--- config.mk ---
export PLATFORM = sky130hd
export DESIGN_NAME = mwsl_limit
export DESIGN_NICKNAME = d
export VERILOG_FILES = /design/src/hw/rtl/mwsl_pkg.sv /design/src/hw/rtl/mwsl_limit.sv
export SDC_FILE = /design/constraint.sdc
export NUM_CORES = 2
export LEC_CHECK = 0
export BUFFER_PORTS_ARGS = -buffer_cell sky130_fd_sc_hd__buf_2
export CORE_MARGIN = 3
export CORE_UTILIZATION = 35
export DETAILED_ROUTE_END_ITERATION = 10
export GPL_TIMING_DRIVEN = 0
export MAX_ROUTING_LAYER = met4
export PLACE_DENSITY = 0.5
export SYNTH_ARGS = -nofsm -noshare
export SYNTH_HDL_FRONTEND = slang
export SYNTH_SLANG_ARGS = --single-unit
--- constraint.sdc ---
create_clock -name clock -period 11.5 [get_ports clock]
set_input_delay 1.15 -clock clock [delete_from_list [all_inputs] [get_ports clock]]
set_output_delay 1.15 -clock clock [all_outputs]
set_load 0.005 [all_outputs]
--- src/hw/rtl/mwsl_pkg.sv ---
// ----------------------------------------------------------------------------
// mwsl_pkg
// Types and constants shared by the mecanum wheel speed limiter pipeline.
// ----------------------------------------------------------------------------
package mwsl_pkg;

   localparam logic [1:0] REG_GEOMETRY_SUM = 2'd0;
   localparam logic [1:0] REG_SPEED_GAIN   = 2'd1;
   localparam logic [1:0] REG_SPEED_LIMIT  = 2'd2;

   localparam logic [15:0] GEOMETRY_SUM_RESET = 16'd0;
   localparam logic [23:0] SPEED_GAIN_RESET   = 24'd65536;
   localparam logic [14:0] SPEED_LIMIT_RESET  = 15'd32767;

   // motors one and three take the negated wheel speed
   localparam logic [3:0] NEG_LANES = 4'b0101;

   // one quotient bit per divider stage
   localparam int DIV_STAGES = 15;

   typedef struct packed {
      logic signed [23:0] vel_x;
      logic signed [23:0] vel_y;
      logic signed [23:0] yaw_rate;
   } in_type;

   typedef struct packed {
      logic signed [15:0] motor_speed_one;
      logic signed [15:0] motor_speed_two;
      logic signed [15:0] motor_speed_three;
      logic signed [15:0] motor_speed_four;
      logic               limited;
   } out_type;

   typedef struct packed {
      logic [3:0]       neg;
      logic [3:0][14:0] mag;
   } scaled_type;

   typedef struct packed {
      logic [3:0]       neg;
      logic             limited;
      logic [14:0]      largest;
      logic [3:0][14:0] mag;
      logic [3:0][29:0] prod;
   } limit_type;

   typedef struct packed {
      logic [3:0]       neg;
      logic             limited;
      logic [14:0]      largest;
      logic [3:0][14:0] mag;
      logic [3:0][29:0] prod;
      logic [3:0][14:0] rem;
      logic [3:0][14:0] quot;
   } div_st_type;

   typedef struct packed {
      logic [3:0]       neg;
      logic             limited;
      logic [3:0][14:0] mag;
      logic [3:0][14:0] quot;
   } div_out_type;

endpackage

--- src/hw/rtl/mwsl_limit.sv ---
// ----------------------------------------------------------------------------
// mwsl_limit
// Largest magnitude, limit compare and the limit products fed to the divider.
// ----------------------------------------------------------------------------
module mwsl_limit (
   input  logic                 clock,
   input  logic                 reset,
   input  logic [14:0]          speed_limit,
   input  logic                 in_valid,
   output logic                 in_stall,
   input  mwsl_pkg::scaled_type in_data,
   output logic                 out_valid,
   input  logic                 out_stall,
   output mwsl_pkg::limit_type  out_data
);

   logic [1:0] vld_ff;
   logic [1:0] adv;

   mwsl_pkg::scaled_type mx_ff;
   logic [14:0]          largest_ff, largest_in;
   logic                 lim_flag_ff;
   logic [14:0]          m01, m23;

   mwsl_pkg::limit_type res_ff, res_in;

   assign adv[1]   = !vld_ff[1] || !out_stall;
   assign adv[0]   = !vld_ff[0] || adv[1];
   assign in_stall = !adv[0];

   always_ff @(posedge clock) begin
      if (reset) begin
         vld_ff <= '0;
      end else begin
         if (adv[0]) vld_ff[0] <= in_valid;
         if (adv[1]) vld_ff[1] <= vld_ff[0];
      end
   end

   assign m01 = (in_data.mag[0] > in_data.mag[1]) ? in_data.mag[0] : in_data.mag[1];
   assign m23 = (in_data.mag[2] > in_data.mag[3]) ? in_data.mag[2] : in_data.mag[3];
   assign largest_in = (m01 > m23) ? m01 : m23;

   always_ff @(posedge clock) begin
      if (adv[0]) begin
         mx_ff       <= in_data;
         largest_ff  <= largest_in;
         lim_flag_ff <= largest_in > speed_limit;
      end
   end

   always_comb begin
      res_in.neg     = mx_ff.neg;
      res_in.limited = lim_flag_ff;
      res_in.largest = largest_ff;
      res_in.mag     = mx_ff.mag;
      for (int i = 0; i < 4; i++) begin
         res_in.prod[i] = 30'(mx_ff.mag[i]) * 30'(speed_limit);
      end
   end

   always_ff @(posedge clock) begin
      if (adv[1]) begin
         res_ff <= res_in;
      end
   end

   assign out_valid = vld_ff[1];
   assign out_data  = res_ff;

endmodule

; Word-level counts from Yosys, hierarchy flattened
; Cells that the tools add are included.
[totals]
out_inout_bits = 202
register_bits = 282
[op_classes]
n_lt_le_gt_ge = 4
mux = 3
reduce_logical = 6
n_mul = 4
[op_table]
columns = op, n
row1 = $mul 15x15->30, 4
row2 = $gt 15x15->1, 4
row3 = $mux 15, 3
row4 = $logic_not 1->1, 4
row5 = $logic_or 1x1->1, 2

; Longest topological paths before layout
[depth]
depth_word = 5
depth_mapped = 31

; Least setup slack after synthesis
; Ideal clock, no wire load.
[synth_timing]
path_kind = input-to-reg
start = input speed_limit[6]
end = register res_ff, in the netlist out_data[118] (data pin)
path_stages = 22
path_slack_ns = 4.787
setup_time_ns = 0.270
path_buffers = 2
arrival_time_ns = 6.443
cell_sequence = clkbuf_1 -> clkbuf_1 -> nand2_1 -> fa_1 -> inv_1 -> fa_1 -> inv_1 -> fa_1 -> inv_1 -> fa_1 -> fa_1 -> inv_1 -> fa_1 -> inv_1 -> ha_1 -> a21oi_1 -> nand2b_1 -> nand2b_1 -> o221ai_4 -> o41ai_2 -> a2111o_1 -> o2111ai_1
[synth_lines]
columns = element, line_no
row1 = "start, declared", mwsl_limit.sv:8  ; input logic [14:0] speed_limit,
row2 = "end signal, assigned", mwsl_limit.sv:64  ; res_ff <= res_in;
row3 = "end, declared", mwsl_limit.sv:25  ; mwsl_pkg::limit_type res_ff, res_in;

==> qor.yml <==
cts_buffer_depth: 3
hold_buffers: 0
drt_wl_total_um: 132800
cts_resized: 0
first_iter_violations: 2205
post_cts_buffers: 0
min_path_type: "flip-flop to flip-flop"
slew_violations: 0
ys.flop_type: "edfxtp_1"
cp-start-kind: "input port"
period_share_pct: 68.08
antenna_found_initial: 36
cts.htree.levels: 2
fin_area_um2: 45140
yosysTopAreaCellShare_pct: 33.06
grt_max_degree: 68
cap_viol_max_count: 0
leakage_uw: 0.02243
cp_slowest_cell: "clkbuf_1"
synth-seq-cells: 282
root_buffer: "clkbuf_16"
required_ns: 11.84
dp_hpwl_um: 107300
end_kind: "flip-flop"
synth_area_um2: 40460
avgSynthCellArea_um2: 10.17
cts_buffers: 37
setup_viol: 0
skew_ns: 0.02544
dieArea_um2: 119700
synth_cells: 3978
clock-sinks: 282
rsz0062_at_grt: "no"
synth_cell_type_count: 75
fmax_mhz: 127.7
yosysWarnings: 0
grt_use_total_pct: 23.15
worstMarginPinSlew_ns: 1.413
die_h_um: 346.0
ios: 285
relSlewSlack_pct: 5.772
final_antenna_net_count: 0
drc: 0
routedWlPerCell_um: 22.69
gp_congestion: 0.9073
vias_per_cell: 4.984
std_cell_rows: 124
mostFrequentLayoutCells: "inv_1 (798), fa_1 (668), and2_1 (485)"
path_class: "input port to flip-flop"
areaGrowthSynthToFinish_pct: 11.57
cts_tree: "done"
grt_pass1_vias: 30148
dpl_cell_area_um2: 43850
max_stage_delay_ns: 0.87
hold_viol: 0
initial_utilization_pct: 35.33
synthesis.nets: 5165
die_w_um: 346.0
synth_edf_count: 280
design.core.area_um2: 114500
status: "complete, no violations"
setup_tns_ns: 0
ir_worst_vdd_mv: 0.3589
cp.arrival_ns: 8.16
netlist_top_cells_area: "fa_1 (33%), edfxtp_1 (21%), ha_1 (13%)"
final_common_cell: "inv_1"
crit_path_max_fanout: 11
synth_top_cell_by_area: "fa_1"
synth_seq_area_share_pct: 20.88
layout-drive-gt1-share_pct: 8.834
clk_latency_ns: 0.62
path_cells: "clkbuf_1 -> clkbuf_1 -> nand2_1 -> fa_1 -> fa_1 -> fa_1 -> inv_1 -> fa_1 -> fa_1 -> inv_1 -> fa_1 -> inv_1 -> ha_1 -> nand2_1 -> nor2_1 -> nand2_1 -> o31ai_2 -> a31oi_1 -> o211ai_1 -> xor2_1"
grt_overflow: 0
portBuffers: 275
drtPass1Iterations: 6
async_flop_share_pct: 0
crit_top_cell: "fa_1"
p_per_area_nw_per_um2: 339.0
vias: 29185
period_minus_slack_ns: 7.829
grt_pass1_wl_um: 198600
finalNetCount: 5483
path_clk_slew_ns: 0.06
==> state kept, by name (all words and copies together), names as in the netlist <==
name	cells
mx_ff	64
out_data	200
vld_ff	2
largest_ff	15
lim_flag_ff	1
==> cell families (layout without fill, tap and decap cells) <==
family | Yosys count | after routing | synth area share, %
other | 0 | 20 | 0
AO/OA/AOI/OAI | 347 | 347 | 5.904
adder cells (fa/ha/maj) | 1104 | 1104 | 46.54
AND/OR/NAND/NOR | 1115 | 1115 | 14.09
XOR/XNOR | 102 | 102 | 2.208
multiplexers | 50 | 50 | 1.243
flip-flops | 282 | 282 | 20.88
buffers and inverters | 978 | 1324 | 9.127
==> worst max-delay path: cells and delay by family <==
kind | cells | cell delay, ns
compound gates | 3 | 1.28
xor+xnor | 1 | 0.50
fa+ha+maj | 7 | 3.32
buf+inv | 5 | 1.37
simple gates | 4 | 0.52
==> cells in the mapped netlist, types with 6 or more instances <==
| library cell | n |
|---|---|
| xor2_1 | 32 |
| nor2_1 | 37 |
| nor2b_1 | 17 |
| a31oi_1 | 12 |
| nand4_1 | 22 |
| and4_1 | 9 |
| inv_1 | 798 |
| edfxtp_1 | 280 |
| o21ai_1 | 16 |
| mux2i_1 | 48 |
| o21ai_0 | 42 |
| fa_1 | 668 |
| o21a_1 | 6 |
| xnor2_1 | 70 |
| a21oi_1 | 100 |
| clkbuf_1 | 173 |
| nand3_1 | 33 |
| nand2_1 | 466 |
| o21bai_1 | 16 |
| o211ai_1 | 6 |
| nand2b_1 | 13 |
| a21o_1 | 76 |
| a211oi_1 | 9 |
| and2_1 | 485 |
| and3_1 | 9 |
| ha_1 | 436 |
| nor3b_1 | 6 |
==> power by group <==
group          switching [uW]  leakage, uW  internal (uW)
Sequential                128      0.00297           1970
Combinational            7180       0.0189           4820
Clock                     508     0.000603            692
Total                    7810       0.0224           7490
==> per-layer routing <==
metal / wire length (um) / GRT usage (%) / up-vias / share of wire (%)
li1: - / - / 13089 / -
met1: 56820 / 30.43 / 14950 / 43
met2: 60760 / 35.83 / 978 / 46
met3: 11250 / 5.465 / 168 / 8.5
met4: 4017 / 6.470 / 0 / 3.0
met5: 0 / - / - / 0
==> worst paths after layout <==
path / cells after the start / from / to / slack (ns)
max: 20 / speed_limit[9] / out_data[84]$_DFFE_PP_ / 3.67
min: 0 / mx_ff[60]$_DFFE_PN_ / out_data[196]$_DFFE_PP_ / 0.42
max reg2reg: 20 / mx_ff[40]$_DFFE_PN_ / out_data[85]$_DFFE_PP_ / 4.07
min reg2reg: 0 / mx_ff[60]$_DFFE_PN_ / out_data[196]$_DFFE_PP_ / 0.42
==> layout make-up <==
class / instances / area (um^2)
diodes: 20 / 50.05
plain buffers: 180 / 696.9
multi-input cells: 2718 / 28330
clock inverters: 25 / 287.8
well taps: 1512 / 1892
fillers: 11595 / 69360
clock buffers: 42 / 944.7
flip-flops and latches: 282 / 8448
repair buffers: 279 / 1486
inverters: 798 / 2995
==> metrics by stage <==
step                worst slack (ns)  total power, uW  std cells  hold WS, ns  util [%]
floorplan                      4.787            10810       3978       0.4003         -
global placement               2.639            14040       5765       0.4015     38.19
detailed placement             3.173            14010       5769       0.4045     38.30
CTS                            3.796            15400       5836       0.4183     39.38
global route                   3.359            16980       5850       0.4305     39.41
finish                         3.671            15300       5856       0.4172     39.42
Note: power is estimated with default switching activity, not from simulation.
