`config.mk`:
```
export PLATFORM = sky130hd
export DESIGN_NAME = mwsl_div
export DESIGN_NICKNAME = d
export VERILOG_FILES = /design/src/hw/rtl/mwsl_pkg.sv /design/src/hw/rtl/mwsl_div.sv
export SDC_FILE = /design/constraint.sdc
export NUM_CORES = 2
export LEC_CHECK = 0
export BUFFER_PORTS_ARGS = -buffer_cell sky130_fd_sc_hd__buf_2
export CAP_MARGIN = 20
export CORE_ASPECT_RATIO = 1.4
export CORE_MARGIN = 10
export CORE_UTILIZATION = 30
export DETAILED_ROUTE_END_ITERATION = 12
export PLACE_DENSITY_LB_ADDON = 0.05
export REMOVE_ABC_BUFFERS = 1
export SKIP_LAST_GASP = 1
export SYNTH_ARGS = -nofsm -noshare
export SYNTH_HDL_FRONTEND = slang
export SYNTH_MEMORY_MAX_BITS = 65536
export SYNTH_SLANG_ARGS = --single-unit
export TNS_END_PERCENT = 20
```
`constraint.sdc`:
```
create_clock -name clock -period 23.4 [get_ports clock]
set_input_delay 1.17 -clock clock [delete_from_list [all_inputs] [get_ports clock]]
set_output_delay 1.17 -clock clock [all_outputs]
set_load 0.05 [all_outputs]
```
`src/hw/rtl/mwsl_pkg.sv`:
```
// ----------------------------------------------------------------------------
// mwsl_pkg
// Types and constants shared by the mecanum wheel speed limiter pipeline.
// ----------------------------------------------------------------------------
package mwsl_pkg;

   localparam logic [1:0] REG_GEOMETRY_SUM = 2'd0;
   localparam logic [1:0] REG_SPEED_GAIN   = 2'd1;
   localparam logic [1:0] REG_SPEED_LIMIT  = 2'd2;

   localparam logic [15:0] GEOMETRY_SUM_RESET = 16'd0;
   localparam logic [23:0] SPEED_GAIN_RESET   = 24'd65536;
   localparam logic [14:0] SPEED_LIMIT_RESET  = 15'd32767;

   // motors one and three take the negated wheel speed
   localparam logic [3:0] NEG_LANES = 4'b0101;

   // one quotient bit per divider stage
   localparam int DIV_STAGES = 15;

   typedef struct packed {
      logic signed [23:0] vel_x;
      logic signed [23:0] vel_y;
      logic signed [23:0] yaw_rate;
   } in_type;

   typedef struct packed {
      logic signed [15:0] motor_speed_one;
      logic signed [15:0] motor_speed_two;
      logic signed [15:0] motor_speed_three;
      logic signed [15:0] motor_speed_four;
      logic               limited;
   } out_type;

   typedef struct packed {
      logic [3:0]       neg;
      logic [3:0][14:0] mag;
   } scaled_type;

   typedef struct packed {
      logic [3:0]       neg;
      logic             limited;
      logic [14:0]      largest;
      logic [3:0][14:0] mag;
      logic [3:0][29:0] prod;
   } limit_type;

   typedef struct packed {
      logic [3:0]       neg;
      logic             limited;
      logic [14:0]      largest;
      logic [3:0][14:0] mag;
      logic [3:0][29:0] prod;
      logic [3:0][14:0] rem;
      logic [3:0][14:0] quot;
   } div_st_type;

   typedef struct packed {
      logic [3:0]       neg;
      logic             limited;
      logic [3:0][14:0] mag;
      logic [3:0][14:0] quot;
   } div_out_type;

endpackage

```
`src/hw/rtl/mwsl_div.sv`:
```
// ----------------------------------------------------------------------------
// mwsl_div
// Pipelined restoring divider, four lanes, one quotient bit per stage:
// quot = prod / largest, where prod < largest * 2^15.
// ----------------------------------------------------------------------------
module mwsl_div (
   input  logic                  clock,
   input  logic                  reset,
   input  logic                  in_valid,
   output logic                  in_stall,
   input  mwsl_pkg::limit_type   in_data,
   output logic                  out_valid,
   input  logic                  out_stall,
   output mwsl_pkg::div_out_type out_data
);

   localparam int LAST = mwsl_pkg::DIV_STAGES - 1;

   logic [LAST:0]        vld_ff;
   logic [LAST:0]        adv;
   mwsl_pkg::div_st_type st_ff [mwsl_pkg::DIV_STAGES];
   mwsl_pkg::div_st_type head;

   always_comb begin
      head.neg     = in_data.neg;
      head.limited = in_data.limited;
      head.largest = in_data.largest;
      head.mag     = in_data.mag;
      head.prod    = in_data.prod;
      head.quot    = '0;
      for (int i = 0; i < 4; i++) begin
         head.rem[i] = in_data.prod[i][29:15];
      end
   end

   for (genvar k = 0; k < mwsl_pkg::DIV_STAGES; k++) begin : g_stage
      mwsl_pkg::div_st_type src;
      mwsl_pkg::div_st_type st_in;
      logic                 vld_src;

      if (k == 0) begin : g_head
         assign src     = head;
         assign vld_src = in_valid;
      end else begin : g_body
         assign src     = st_ff[k-1];
         assign vld_src = vld_ff[k-1];
      end

      if (k == LAST) begin : g_tail
         assign adv[k] = !vld_ff[k] || !out_stall;
      end else begin : g_mid
         assign adv[k] = !vld_ff[k] || adv[k+1];
      end

      always_comb begin
         logic [15:0] t;
         logic [15:0] d;
         st_in = src;
         d = {1'b0, src.largest};
         for (int i = 0; i < 4; i++) begin
            t = {src.rem[i], src.prod[i][LAST-k]};
            if (t >= d) begin
               st_in.rem[i]  = 15'(t - d);
               st_in.quot[i] = {src.quot[i][13:0], 1'b1};
            end else begin
               st_in.rem[i]  = t[14:0];
               st_in.quot[i] = {src.quot[i][13:0], 1'b0};
            end
         end
      end

      always_ff @(posedge clock) begin
         if (reset) begin
            vld_ff[k] <= 1'b0;
         end else if (adv[k]) begin
            vld_ff[k] <= vld_src;
         end
      end

      always_ff @(posedge clock) begin
         if (adv[k]) begin
            st_ff[k] <= st_in;
         end
      end
   end

   assign in_stall = !adv[0];

   assign out_valid        = vld_ff[LAST];
   assign out_data.neg     = st_ff[LAST].neg;
   assign out_data.limited = st_ff[LAST].limited;
   assign out_data.mag     = st_ff[LAST].mag;
   assign out_data.quot    = st_ff[LAST].quot;

endmodule

```
Yosys cells after proc, flatten, opt, wreduce, memory -nomap -nowiden
Memories as Yosys holds them, arrays and structs flattened.
Cells that the tools add are included.

word-level totals
  bits in writable memories = 4800
  bits of input ports = 204
  register bits = 15
  logic and storage cells = 318
  memories kept = 1
  output and inout bits = 127

operators by class
  reductions and logical operators = 32
  $add $sub $neg = 60
  multiplexer cells = 150
  order comparisons = 60

memories
  memory  depth  bits a word  read ports  clocked after Yosys merged registers in  write ports  RTL line        RTL
  st_ff   15     320          15          0                                        15           mwsl_div.sv:21  mwsl_pkg::div_st_type st_ff [mwsl_pkg::DIV_STAGES];

operators by type and width
  kind              count
  $ge 16x15->1      60
  $mux 15           60
  $sub 15x15->15    60
  $mux 1            90
  $logic_not 1->1   17
  $logic_or 1x1->1  15

Depth between registers and ports, before layout
  depth in word-level cells = 18
  mapped depth = 13
  depth with buffers taken out = 11

Worst setup path before layout
OpenSTA, ideal clock, no wires.

  path kind = input-to-output
  start = in out_stall
  end = out in_stall
  required time = 22.230 ns
  stages = 6
  arrival = 14.602 ns
  slack = 7.628 ns
  path buffers = 0
  cells stage by stage = nand2_1 > nor2_1 > and3_1 > nand4_1 > or2_2 > inv_1

between the ends
  word-level cells in the longest chain between the ends = 17

ends and longest elaborated chain
  item                             RTL line        RTL
  from (decl)                      mwsl_div.sv:13  input logic out_stall,
  $logic_not 1->1                  mwsl_div.sv:50  assign adv[k] = !vld_ff[k] || !out_stall;
  $logic_or 1x1->1                 mwsl_div.sv:50
  $logic_or 1x1->1 (13 in series)  mwsl_div.sv:52  assign adv[k] = !vld_ff[k] || adv[k+1];
  net adv[1]                       mwsl_div.sv:20  logic [LAST:0] adv;
  $logic_or 1x1->1                 mwsl_div.sv:52
  net adv[0]                       mwsl_div.sv:20
  $logic_not 1->1                  mwsl_div.sv:87  assign in_stall = !adv[0];
  to (decl)                        mwsl_div.sv:10  output logic in_stall,

The timed path passes the listed nets, and every way through them passes these cells.

Final worst setup path
  start = reg vld_ff[14], in the netlist out_valid
  end = out in_stall

between the ends
  word-level cells in the longest chain between the ends = 17

ends and longest elaborated chain
  item                               RTL line        RTL
  from (decl)                        mwsl_div.sv:19  logic [LAST:0] vld_ff;
  from (signal, indexed assignment)  mwsl_div.sv:76  vld_ff[k] <= vld_src;
  $logic_not 1->1                    mwsl_div.sv:50
  $logic_or 1x1->1                   mwsl_div.sv:50
  net adv[14]                        mwsl_div.sv:20
  $logic_or 1x1->1 (13 in series)    mwsl_div.sv:52
  net adv[1]                         mwsl_div.sv:20
  $logic_or 1x1->1                   mwsl_div.sv:52
  net adv[0]                         mwsl_div.sv:20
  $logic_not 1->1                    mwsl_div.sv:87

The timed path passes the listed nets, and every way through them passes these cells.

==> load_flow_metrics.sql <==
INSERT INTO impl_metrics (metric_group, metric, value, unit) VALUES
('logic_synthesis', 'synth_compound_area_share', '11.2', '%'),
('logic_synthesis', 'synth-seq-area-share', '63.9', '%'),
('logic_synthesis', 'post_synth_top_area_share', '63.7', '%'),
('clock_network', 'clkTransAtPathRegs', '60', 'ps'),
('sta', 'setup_total_negative_slack', '0', 'ps'),
('clock_network', 'cts-buffers-inserted', '320', ''),
('run_status', 'outcome', 'completed', ''),
('floorplanning', 'fp.dieW', '593', 'µm'),
('detailed_routing', 'detailedRoute.firstPassIterationCount', '7', ''),
('critical_path', 'cpMostUsedCell', 'buf_4', ''),
('logic_synthesis', 'synth-xor-area-share', '3.48', '%'),
('power_and_ir_drop', 'total_switching_power', '7.50', 'mW'),
('power_and_ir_drop', 'clock_power_share', '23.3', '%'),
('logic_synthesis', 'synth.largest_area_cell', 'edfxtp_1', ''),
('detailed_routing', 'ant_nets', '0', ''),
('global_route', 'number_of_global_route_vias_before_repair', '85200', ''),
('critical_path', 'worst-setup-path-type', 'flip-flop to output port', ''),
('layout', 'num-nets-final', '11600', ''),
('clock_network', 'clock_path_buffers', '4', ''),
('critical_path', 'timing.critical_path.slowest_cell_delay', '800', 'ps'),
('clock_network', 'cts-root-buf', 'clkbuf_16', ''),
('layout', 'layout_commonest_cell', 'edfxtp_1', ''),
('sta', 'fin_skew', '58.7', 'ps'),
('sta', 'rsz_0062_raised_after_global_routing', 'no', ''),
('logic_synthesis', 'syn-instance-count', '9871', ''),
('placed_design', 'placement.setup.worst_slack', '16890', 'ps'),
('sta', 'max_freq', '0.175', 'GHz'),
('clock_network', 'cts_htree_levels', '5', ''),
('detailed_routing', 'routed_length_per_instance', '23.9', 'µm'),
('global_route', 'grt.overflow.total', '0', ''),
('logic_synthesis', 'synth-edff-count', '2925', ''),
('sta', 'share_of_the_clock_period_used_by_the_worst_path_after_layout', '24.4', '%'),
('critical_path', 'worstPathMaxFanout', '46', ''),
('logic_synthesis', 'synth_seq_cells', '2940', ''),
('placed_design', 'globalplace.congestion', '0.872', ''),
('sta', 'hold_violations', '0', ''),
('placed_design', 'io_buffers', '330', ''),
('detailed_routing', 'detailroute.via_count', '80300', ''),
('critical_path', 'timing.rr.end', 'st_ff[0][152]', ''),
('hold_path', 'worst_hold_startpoint', 'in_data[41]', ''),
('sta', 'final_period_demand_of_the_worst_path', '5710', 'ps'),
('sta', 'slew_headroom', '27.6', '%'),
('global_route', 'first_pass_grt_wire_length', '580', 'mm'),
('logic_synthesis', 'yosys-mux-area-fraction', '3.35', '%'),
('critical_path', 'worstRegToRegCells', '11', ''),
('logic_synthesis', 'synth_top_family_by_area', 'compound AO/OA/AOI/OAI gates', ''),
('global_route', 'grt_antenna_before_repair', '13', ''),
('power_and_ir_drop', 'intPower', '14.0', 'mW'),
('clock_network', 'cts_resized', '0', ''),
('logic_synthesis', 'synth-main-ff-cell', 'edfxtp_1', ''),
('layout', 'post_route_cells_drive_above_1_share', '12.8', '%'),
('logic_synthesis', 'syn_area', '138000', 'µm²'),
('sta', 'timing.final.max_slew_violations', '0', ''),
('logic_synthesis', 'ys.warnings.count', '0', ''),
('power_and_ir_drop', 'cellLeakagePower', '61.0', 'nW'),
('critical_path', 'arrival', '4540', 'ps'),
('floorplanning', 'start_util', '30.1', '%'),
('clock_network', 'clock_latency', '960', 'ps'),
('floorplanning', 'fp.dieH', '822', 'µm'),
('critical_path', 'worst-endpoint-required', '22230', 'ps'),
('sta', 'worst-slew-pin-transition', '1080', 'ps'),
('critical_path', 'r2r_setup_slack', '18030', 'ps'),
('floorplanning', 'core', '458000', 'µm²'),
('power_and_ir_drop', 'p_sw_share', '34.9', '%'),
('logic_synthesis', 'synth.lib_cells_used.distinct', '81', ''),
('logic_synthesis', 'synth-adder-area-share', '8.98', '%'),
('logic_synthesis', 'synth_async_sr_flop_share', '0', '%'),
('floorplanning', 'floorplan.die_area', '488000', 'µm²'),
('detailed_routing', 'drt-total-wl', '402', 'mm'),
('detailed_routing', 'post-route-drc-count', '0', ''),
('global_route', 'pin_count_of_the_biggest_net_entering_global_routing', '134', '');
==> critical path, delay by kind of cell (launching register included) <==
kind          cells  cell delay (ps)
simple gates      5             1980
flops             1              470
buf+inv           4             1060
==> cells by family (layout without fill, tap and decap cells) <==
family                     after synthesis  after routing
muxes                                  393            393
buffers and inverters                  710           1558
adders and majority gates              956            956
other                                    0              7
xor gates and xnor gates               548            548
and+or+nand+nor                       1965           1965
DFF                                   2940           2940
AOI/OAI and AO/OA                     2359           2359
==> state kept, by name, summed over array words and instances, names as in the netlist <==
name,count
st_ff,2925
g_stage.vld_src,14
out_valid,1
==> power groups by stage <==
stage                     registers, mW  clock network, mW  logic [mW]
after global placement             8.60                  0        7.99
after detailed placement           8.60                  0        8.02
after CTS                          8.50               5.23        8.08
after floorplan                    8.21                  0        5.87
after global routing               8.58               5.43        8.93
final                              8.44               5.01        8.02
==> metrics by stage <==
step                hold WS [ps]  cells  total power [mW]  util [%]  area [µm²]
global route                 317  16800              22.9      34.4      157000
finish                       388  16800              21.5      34.4      158000
global placement             401  16200              16.6      32.1      147000
floorplan                    400   9743              14.1         -      137000
CTS                          261  16800              21.8      34.4      157000
detailed placement           405  16200              16.6      32.1      147000
==> per-layer routing <==
metal / vias up / GRT usage, % / wire length, µm
met2: 1449 / 31.9 / 225000
met1: 39100 / 15.8 / 140000
met4: 2 / 8.90 / 26400
met3: 745 / 1.92 / 11000
met5: - / 0 / 13
li1: 39000 / - / -
==> Yosys cell counts (all sizes together) (83+ instances only) <==
master	number
xnor2	318
buf	93
inv	582
nand2	282
nor2	769
o21bai	132
nor2b	138
edfxtp	2925
and3	90
nand3	148
ha	900
xor2	230
a21oi	847
nor3	83
mux2	340
o21ai	339
nand4	150
o21a	160
a21o	210
==> layout make-up <==
cell class	instances	area (µm²)
Antenna cell	7	17.5
Clock buffer	381	8300
Clock inverter	188	1980
Fill cell	44300	300000
Inverter	582	2210
Multi-Input combinational cell	6221	46900
Sequential cell	2940	88100
Tap cell	6068	7590
Timing Repair Buffer	407	2350
==> worst max-delay path by stage <==
stage / slack, ps / from / end
global route: 17350 / out_valid / in_stall
CTS: 17440 / out_valid / in_stall
floorplan: 7440 / out_stall / in_stall
finish: 17690 / out_valid / in_stall
global placement: 16940 / out_stall / st_ff[0][188]
detailed placement: 16890 / out_stall / st_ff[0][127]
No activity file was read; power rests on OpenSTA's default activity.
